[src/hdl/nwap_pkg.sv]
// ----------------------------------------------------------------------------
// nwap_pkg: shared types and constants for the proximity averager
// Widths of the sample path, window length, register map and FSM states.
// ----------------------------------------------------------------------------
package nwap_pkg;

    // window length in samples (1 to 15)
    localparam int WINDOW = 10;

    // field and accumulator widths
    localparam int SMP_W  = 16;                  // sample / distance width
    localparam int SUM_W  = 20;                  // 15 * 65535 fits in 20 bits
    localparam int IDX_W  = 4;                   // sample index, up to 15
    localparam int NZC_W  = 4;                   // nonzero sample count
    localparam int STEP_W = $clog2(SUM_W);       // serial step counter

    // configuration port
    localparam int ADDR_W = 3;
    localparam int DATA_W = 32;
    localparam int RIDX_W = ADDR_W - 2;          // word index in the map

    localparam logic [RIDX_W-1:0] REG_NEAR_THRESHOLD = RIDX_W'(0);
    localparam logic [SMP_W-1:0]  THR_RESET          = SMP_W'(60);

    // sequencer states
    typedef enum logic [1:0] {
        S_IDLE,     // waiting for a sample
        S_ADD,      // bit-serial accumulate of one sample
        S_DIV,      // bit-serial restoring divide of the window sum
        S_EMIT      // load the result register
    } t_state;

endpackage

[src/hdl/nonzero_window_average_proximity.sv]
// ----------------------------------------------------------------------------
// nonzero_window_average_proximity: windowed sonar average with near flag
// Averages the nonzero samples of each window bit-serially and emits the
// held distance, a near flag and a window-valid flag once per window.
// ----------------------------------------------------------------------------
// Usage:
//   Input channel (i_valid / o_ready / i_sample) takes one sonar reading per
//   item. Every WINDOW items the block produces one result item on the output
//   channel (o_valid / i_ready / o_distance, o_near, o_window_valid); the
//   other items give no result.
//   A nonzero sample is added to the window sum one bit per cycle through a
//   20-bit shift register and a single full adder. At the window end, if the
//   window held a nonzero sample, a restoring divider, one quotient bit per
//   cycle, runs over the same shift register; then the result register is
//   loaded. One item is in work at a time.
//   The result register lets the next window start while a result waits; if
//   the receiver stalls, the block holds at the window end until the result
//   register frees up.
//   near_threshold (APB, byte address 0) is read at the window end.
//   Reset (synchronous, active low) clears the window, the held distance to
//   zero and sets near_threshold to 60. The block accepts items straight away.
// ----------------------------------------------------------------------------
module nonzero_window_average_proximity (
    input  logic                          i_clk,
    input  logic                          i_rst_n,
    // sample channel
    input  logic                          i_valid,
    output logic                          o_ready,
    input  logic [nwap_pkg::SMP_W-1:0]    i_sample,
    // result channel
    output logic                          o_valid,
    input  logic                          i_ready,
    output logic [nwap_pkg::SMP_W-1:0]    o_distance,
    output logic                          o_near,
    output logic                          o_window_valid,
    // configuration port
    input  logic                          psel,
    input  logic                          penable,
    input  logic                          pwrite,
    input  logic [nwap_pkg::ADDR_W-1:0]   paddr,
    input  logic [nwap_pkg::DATA_W-1:0]   pwdata,
    output logic [nwap_pkg::DATA_W-1:0]   prdata,
    output logic                          pready
);

    localparam int SMP_W  = nwap_pkg::SMP_W;
    localparam int SUM_W  = nwap_pkg::SUM_W;
    localparam int IDX_W  = nwap_pkg::IDX_W;
    localparam int NZC_W  = nwap_pkg::NZC_W;
    localparam int STEP_W = nwap_pkg::STEP_W;

    localparam logic [IDX_W-1:0]  IDX_LAST  = IDX_W'(nwap_pkg::WINDOW - 1);
    localparam logic [STEP_W-1:0] STEP_LAST = STEP_W'(SUM_W - 1);

    // registers
    nwap_pkg::t_state     r_state, n_state;
    logic [IDX_W-1:0]     r_idx,   n_idx;
    logic [NZC_W-1:0]     r_nzc,   n_nzc;
    logic [SUM_W-1:0]     r_sum,   n_sum;
    logic [SMP_W-1:0]     r_smp,   n_smp;
    logic                 r_carry, n_carry;
    logic [NZC_W-1:0]     r_rem,   n_rem;
    logic [STEP_W-1:0]    r_cnt,   n_cnt;
    logic                 r_last,  n_last;
    logic [SMP_W-1:0]     r_held,  n_held;
    logic [SMP_W-1:0]     r_thr,   n_thr;
    logic                 r_out_valid, n_out_valid;
    logic [SMP_W-1:0]     r_out_dist,  n_out_dist;
    logic                 r_out_near,  n_out_near;
    logic                 r_out_wv,    n_out_wv;

    // handshake strobes
    logic                 in_take;
    logic                 out_take;
    logic                 out_free;
    logic                 cfg_wr;
    logic                 smp_nonzero;
    logic                 idx_end;
    logic                 step_end;
    logic                 emit_go;

    // serial adder and divider slices
    logic                 add_bit;
    logic                 add_carry;
    logic [NZC_W:0]       div_trial;
    logic [NZC_W:0]       div_diff;
    logic                 div_ge;
    logic                 win_valid;
    logic [SMP_W-1:0]     win_dist;

    // handshake and decode
    always_comb begin
        o_ready     = (r_state == nwap_pkg::S_IDLE);
        in_take     = i_valid && o_ready;
        out_take    = r_out_valid && i_ready;
        out_free    = !r_out_valid || i_ready;
        cfg_wr      = psel && penable && pwrite && pready;
        smp_nonzero = (i_sample != '0);
        idx_end     = (r_idx == IDX_LAST);
        step_end    = (r_cnt == STEP_LAST);
        emit_go     = (r_state == nwap_pkg::S_EMIT) && out_free;
    end

    // next state
    always_comb begin
        n_state = r_state;
        unique case (r_state)
            nwap_pkg::S_IDLE: begin
                if (in_take) begin
                    if (smp_nonzero) begin
                        n_state = nwap_pkg::S_ADD;
                    end else if (idx_end) begin
                        n_state = (r_nzc != '0) ? nwap_pkg::S_DIV : nwap_pkg::S_EMIT;
                    end
                end
            end
            nwap_pkg::S_ADD: begin
                if (step_end) begin
                    n_state = r_last ? nwap_pkg::S_DIV : nwap_pkg::S_IDLE;
                end
            end
            nwap_pkg::S_DIV: begin
                if (step_end) begin
                    n_state = nwap_pkg::S_EMIT;
                end
            end
            nwap_pkg::S_EMIT: begin
                if (out_free) begin
                    n_state = nwap_pkg::S_IDLE;
                end
            end
            default: n_state = nwap_pkg::S_IDLE;
        endcase
    end

    // serial arithmetic slices
    always_comb begin
        // one full adder: sum LSB plus sample LSB
        add_bit   = r_sum[0] ^ r_smp[0] ^ r_carry;
        add_carry = (r_sum[0] & r_smp[0]) | (r_sum[0] & r_carry) | (r_smp[0] & r_carry);
        // one restoring divide step, dividend MSB first
        div_trial = {r_rem, r_sum[SUM_W-1]};
        div_diff  = div_trial - {1'b0, r_nzc};
        div_ge    = (div_trial >= {1'b0, r_nzc});
        // window result; r_sum holds the quotient here
        win_valid = (r_nzc != '0);
        win_dist  = (win_valid && (r_sum != '0)) ? r_sum[SMP_W-1:0] : r_held;
    end

    // datapath next values
    always_comb begin
        n_idx       = r_idx;
        n_nzc       = r_nzc;
        n_sum       = r_sum;
        n_smp       = r_smp;
        n_carry     = r_carry;
        n_rem       = r_rem;
        n_cnt       = r_cnt;
        n_last      = r_last;
        n_held      = r_held;
        n_thr       = r_thr;
        n_out_valid = r_out_valid;
        n_out_dist  = r_out_dist;
        n_out_near  = r_out_near;
        n_out_wv    = r_out_wv;

        // result register drains
        if (out_take) begin
            n_out_valid = 1'b0;
        end

        // configuration write
        if (cfg_wr && (paddr[nwap_pkg::ADDR_W-1:2] == nwap_pkg::REG_NEAR_THRESHOLD)) begin
            n_thr = pwdata[SMP_W-1:0];
        end

        unique case (r_state)
            nwap_pkg::S_IDLE: begin
                if (in_take) begin
                    n_idx   = idx_end ? '0 : r_idx + IDX_W'(1);
                    n_last  = idx_end;
                    n_cnt   = '0;
                    n_carry = 1'b0;
                    n_rem   = '0;
                    if (smp_nonzero) begin
                        n_smp = i_sample;
                        n_nzc = r_nzc + NZC_W'(1);
                    end
                end
            end
            nwap_pkg::S_ADD: begin
                // rotate the sum through the adder, LSB first
                n_sum   = {add_bit, r_sum[SUM_W-1:1]};
                n_smp   = {1'b0, r_smp[SMP_W-1:1]};
                n_carry = add_carry;
                n_cnt   = step_end ? '0 : r_cnt + STEP_W'(1);
                n_rem   = '0;
            end
            nwap_pkg::S_DIV: begin
                // dividend bits leave at the top, quotient bits enter at the bottom
                n_sum = {r_sum[SUM_W-2:0], div_ge};
                n_rem = div_ge ? div_diff[NZC_W-1:0] : div_trial[NZC_W-1:0];
                n_cnt = step_end ? '0 : r_cnt + STEP_W'(1);
            end
            nwap_pkg::S_EMIT: begin
                if (out_free) begin
                    n_held      = win_dist;
                    n_out_valid = 1'b1;
                    n_out_dist  = win_dist;
                    n_out_near  = (win_dist < r_thr);
                    n_out_wv    = win_valid;
                    n_sum       = '0;
                    n_nzc       = '0;
                end
            end
            default: ;
        endcase
    end

    // state registers
    always_ff @(posedge i_clk) begin
        if (!i_rst_n) begin
            r_state     <= nwap_pkg::S_IDLE;
            r_idx       <= '0;
            r_nzc       <= '0;
            r_sum       <= '0;
            r_last      <= 1'b0;
            r_cnt       <= '0;
            r_held      <= '0;
            r_thr       <= nwap_pkg::THR_RESET;
            r_out_valid <= 1'b0;
        end else begin
            r_state     <= n_state;
            r_idx       <= n_idx;
            r_nzc       <= n_nzc;
            r_sum       <= n_sum;
            r_last      <= n_last;
            r_cnt       <= n_cnt;
            r_held      <= n_held;
            r_thr       <= n_thr;
            r_out_valid <= n_out_valid;
        end
    end

    // payload registers
    always_ff @(posedge i_clk) begin
        r_smp      <= n_smp;
        r_carry    <= n_carry;
        r_rem      <= n_rem;
        r_out_dist <= n_out_dist;
        r_out_near <= n_out_near;
        r_out_wv   <= n_out_wv;
    end

    // outputs
    assign o_valid        = r_out_valid;
    assign o_distance     = r_out_dist;
    assign o_near         = r_out_near;
    assign o_window_valid = r_out_wv;
    assign pready         = 1'b1;
    assign prdata         = (paddr[nwap_pkg::ADDR_W-1:2] == nwap_pkg::REG_NEAR_THRESHOLD)
                            ? {{(nwap_pkg::DATA_W-SMP_W){1'b0}}, r_thr} : '0;

    // checks
    a_div_count: assert property (@(posedge i_clk) disable iff (!i_rst_n)
        (r_state == nwap_pkg::S_DIV) |-> (r_nzc != '0))
        else $error("divide entered with an empty window");

    a_rem_range: assert property (@(posedge i_clk) disable iff (!i_rst_n)
        (r_state == nwap_pkg::S_DIV) |-> (r_rem < r_nzc))
        else $error("partial remainder not below divisor");

    a_quot_fits: assert property (@(posedge i_clk) disable iff (!i_rst_n)
        (r_state == nwap_pkg::S_EMIT && r_nzc != '0) |-> (r_sum[SUM_W-1:SMP_W] == '0))
        else $error("window average wider than a sample");

    a_idx_range: assert property (@(posedge i_clk) disable iff (!i_rst_n)
        (r_idx <= IDX_LAST))
        else $error("sample index beyond the window");

    a_emit_load: assert property (@(posedge i_clk) disable iff (!i_rst_n)
        emit_go |=> (o_valid && (r_state == nwap_pkg::S_IDLE) && (r_nzc == '0)))
        else $error("result not loaded at the window end");

endmodule

[config.mk]
export PLATFORM = sky130hd
export DESIGN_NAME = nonzero_window_average_proximity
export DESIGN_NICKNAME = d
export VERILOG_FILES = /design/src/hdl/nwap_pkg.sv /design/src/hdl/nonzero_window_average_proximity.sv
export SDC_FILE = /design/constraint.sdc
export NUM_CORES = 1
export LEC_CHECK = 0
export BUFFER_PORTS_ARGS = -buffer_cell sky130_fd_sc_hd__buf_2
export CAP_MARGIN = 20
export CORE_AREA = 2 2 112 114
export DETAILED_ROUTE_END_ITERATION = 8
export DIE_AREA = 0 0 114 116
export PLACE_DENSITY_LB_ADDON = 0.2
export SLEW_MARGIN = 20
export SYNTH_ARGS = -nofsm -noshare
export SYNTH_HDL_FRONTEND = slang
export SYNTH_SLANG_ARGS = --single-unit
[constraint.sdc]
create_clock -name i_clk -period 3.3 [get_ports i_clk]
set_input_delay 0.165 -clock i_clk [delete_from_list [all_inputs] [get_ports i_clk]]
set_output_delay 0.165 -clock i_clk [all_outputs]
set_load 0.01 [all_outputs]
==> flow_metrics.tcl <==
set metrics [dict create \
    row_count 40 \
    drcViolationCount 0 \
    p_per_area_mw_per_mm2 745 \
    hp-start "pwdata[3]" \
    die-width_um 114 \
    grt_usage_pct 18.3 \
    yosysTopAreaCell "dfxtp_1" \
    worstPathArrival_ns 3.15 \
    routed_via_density 5.27 \
    status "complete, no violations" \
    placement.cell_area_sq_mm 0.00614 \
    reg2reg_to "o_near$_DFFE_PP_" \
    start_kind "flip-flop" \
    tns_ns 0 \
    grt_pass1_wl_um 19000 \
    post_drt_wl_per_cell_um 14.6 \
    fin_crit_ns 3.06 \
    netlist_instances 565 \
    cts_buffers 9 \
    via_count 4213 \
    worstMarginPinSlew_ns 0.934 \
    clk_path_buf_depth 2 \
    ys_seq_area_share_pct 45.7 \
    seqCellArea_sq_mm 0.00255 \
    rsz0062_at_grt "no" \
    avgSynthCellArea_sq_um 9.88 \
    fmax_ghz 0.327 \
    grt_pass1_vias 4090 \
    wl_um 11700 \
    ir_drop_v 0.000389 \
    area_growth_syn_to_layout_pct 15.8 \
    cts_hold_repair.buffers 0 \
    synth_most_common_cell "nand2_1" \
    synth_warnings 0 \
    skew_ns 0.00610 \
    multi_input_area_sq_mm 0.00271 \
    initial_core_util_pct 46.8 \
    hold_viol 0 \
    overflow 0 \
    syn-cell-area_sq_mm 0.00558 \
    clk_pin_slew_ns 0.07 \
    clk_latency_ns 0.35 \
    period_share_pct 92.7 \
    power_mw 4.81 \
    finalSetupViolations 0 \
    synth_top_area_share_pct 24.8 \
    holdWs_ns 0.0338 \
    crit_required_ns 3.39 \
    drt_first_pass_iters 4 \
    cts.sink_count 108 \
    hold-path-cell-count 3 \
    synth_commonest_cells "74 x nand2_1, 69 x dfxtp_1, 39 x edfxtp_1" \
    p_leak_nw 2.81 \
    drtIter0Drc 186 \
    nNetsFinal 736 \
    fin_util_pct 54.2 \
    hold_class "input port to flip-flop" \
    reg2reg_depth 12 \
    synth_edf_count 39 \
    coreArea_sq_mm 0.0119 \
    cts-root-buf "clkbuf_16" \
    timing.rr.start "r_nzc[1]$_SDFFE_PN0P_" \
    grt_start_max_net_pins 43 \
    postLayoutCellArea_sq_mm 0.00646 \
    yosys-top-cells-area "dfxtp_1 25%, edfxtp_1 21%, ha_1 6.3%, mux2_2 6.1%, nand2_1 5.0%" \
    port_buffers 75 \
    max_slew_margin_pct 37.7 \
    nFillCells 1098 \
    slew_violations 0 \
    cap_violations 0 \
    critPathMaxFanout 13 \
    n_antenna_cell 0 \
    htreeDepth 3 \
    place_congestion 0.755 \
    end_kind "flip-flop" \
    synth-seq-cells 108 \
    die_y_um 116 \
    r2r_slack_ns 0.24 \
    cts_tree "yes" \
    min_to "r_thr[3]$_SDFFE_PN1P_" \
    dp_hpwl_um 8570 \
    grt_antenna_before_repair 0 \
    synthArstFlopShare_pct 0 \
    synthDistinctLibCells 56 \
    crit_type "flip-flop to flip-flop" \
    layout-drive-gt1-share_pct 25.1 \
    num_io_pins 111 \
    ant_nets 0 \
    die_area_sq_mm 0.0132 \
    ys.flop_type "dfxtp_1" \
]
where the power goes:
part | total [mW] | internal (mW) | leakage (nW) | switching, mW
logic | 1.95 | 0.890 | 1.75 | 1.06
registers | 1.86 | 1.71 | 0.922 | 0.147
clock network | 1.01 | 0.552 | 0.137 | 0.458
total | 4.81 | 3.15 | 2.81 | 1.66
through the flow:
stage	cells	setup WS [ns]
after floorplan	580	0.358
after global placement	780	0.133
after detailed placement	780	0.0135
after CTS	796	0.174
after global routing	800	0.0663
final	800	0.240
layer usage:
| metal | wire, um | GRT usage [%] | vias to the layer above | part of all wire [%] |
|---|---|---|---|---|
| met4 | 195 | 5.93 | 0 | 1.7 |
| met1 | 5130 | 20.8 | 1976 | 44 |
| met5 | 0 | 0 | - | 0 |
| met2 | 5840 | 32.9 | 80 | 50 |
| li1 | - | - | 2142 | - |
| met3 | 491 | 5.54 | 15 | 4.2 |
critical path, stage by stage, from the launching register on:
cell,delay [ns]
dfxtp_1,0.35
inv_1,0.11
ha_1,0.14
or3b_2,0.50
o21ai_4,0.10
buf_12,0.16
mux2_2,0.35
ha_1,0.32
nand4_1,0.16
nor3_1,0.32
o31ai_1,0.13
o211ai_1,0.10
a31oi_1,0.05
sequential cells by signal, indices dropped and copies added, names as in the netlist:
register and count:
o_distance 16, r_nzc 4, r_carry 1, o_window_valid 1, r_held 16, r_state 2
r_cnt 5, r_sum 20, r_rem 4, o_valid 1, r_smp 16, r_thr 16
r_idx 4, r_last 1, o_near 1
final cells by class:
| class | count | share of cell area (%) |
|---|---|---|
| multi-input combinational | 392 | 41.9 |
| inverter | 30 | 1.74 |
| clock buffer | 14 | 4.09 |
| clock inverter | 2 | 0.155 |
| timing repair buffer | 107 | 9.72 |
| tap | 147 | 2.85 |
| sequential | 108 | 39.5 |
cell usage in the layout (no fill, tap or decap), types with 17 or more instances in the layout:
master / synthesis / layout
inv_1: 30 / 30
ha_1: 28 / 28
o21ai_0: 18 / 18
nand2_1: 74 / 74
buf_2: 4 / 75
conb_1: 2 / 17
dfxtp_1: 69 / 69
nor3b_1: 18 / 18
mux2_2: 30 / 30
a21boi_0: 18 / 17
a21oi_1: 28 / 28
edfxtp_1: 39 / 39
o211a_1: 18 / 18
nor2_1: 27 / 27
buf_4: 18 / 31
worst max-delay path by stage:
stage,from,to,slack [ns]
floorplan,r_nzc[1]$_SDFFE_PN0P_,o_near$_DFFE_PP_,0.36
global placement,r_sum[11]$_SDFFE_PN0P_,o_near$_DFFE_PP_,0.13
detailed placement,r_sum[7]$_SDFFE_PN0P_,o_near$_DFFE_PP_,0.01
CTS,r_sum[7]$_SDFFE_PN0P_,o_near$_DFFE_PP_,0.17
global route,r_nzc[1]$_SDFFE_PN0P_,o_near$_DFFE_PP_,0.07
finish,r_nzc[1]$_SDFFE_PN0P_,o_near$_DFFE_PP_,0.24
what timing repair did:
action | CTS | global route
buffers inserted | 0 | 4
setup endpoints to repair | 1 | 1
pin swaps | 0 | 1
resized for setup | 1 | 0
cells by family (layout without fill, tap and decap cells):
group / after synthesis / count (layout) / synth area share (%)
AO/OA/AOI/OAI: 120 / 120 / 15.8
AND/OR/NAND/NOR: 185 / 185 / 16.7
adder cells (fa/ha/maj): 30 / 30 / 7.00
other: 2 / 17 / 0.135
multiplexers: 37 / 37 / 7.31
buffers and inverters: 80 / 153 / 6.84
XOR/XNOR: 3 / 3 / 0.471
flip-flops: 108 / 108 / 45.7
Power figures use the tool's default switching activity.
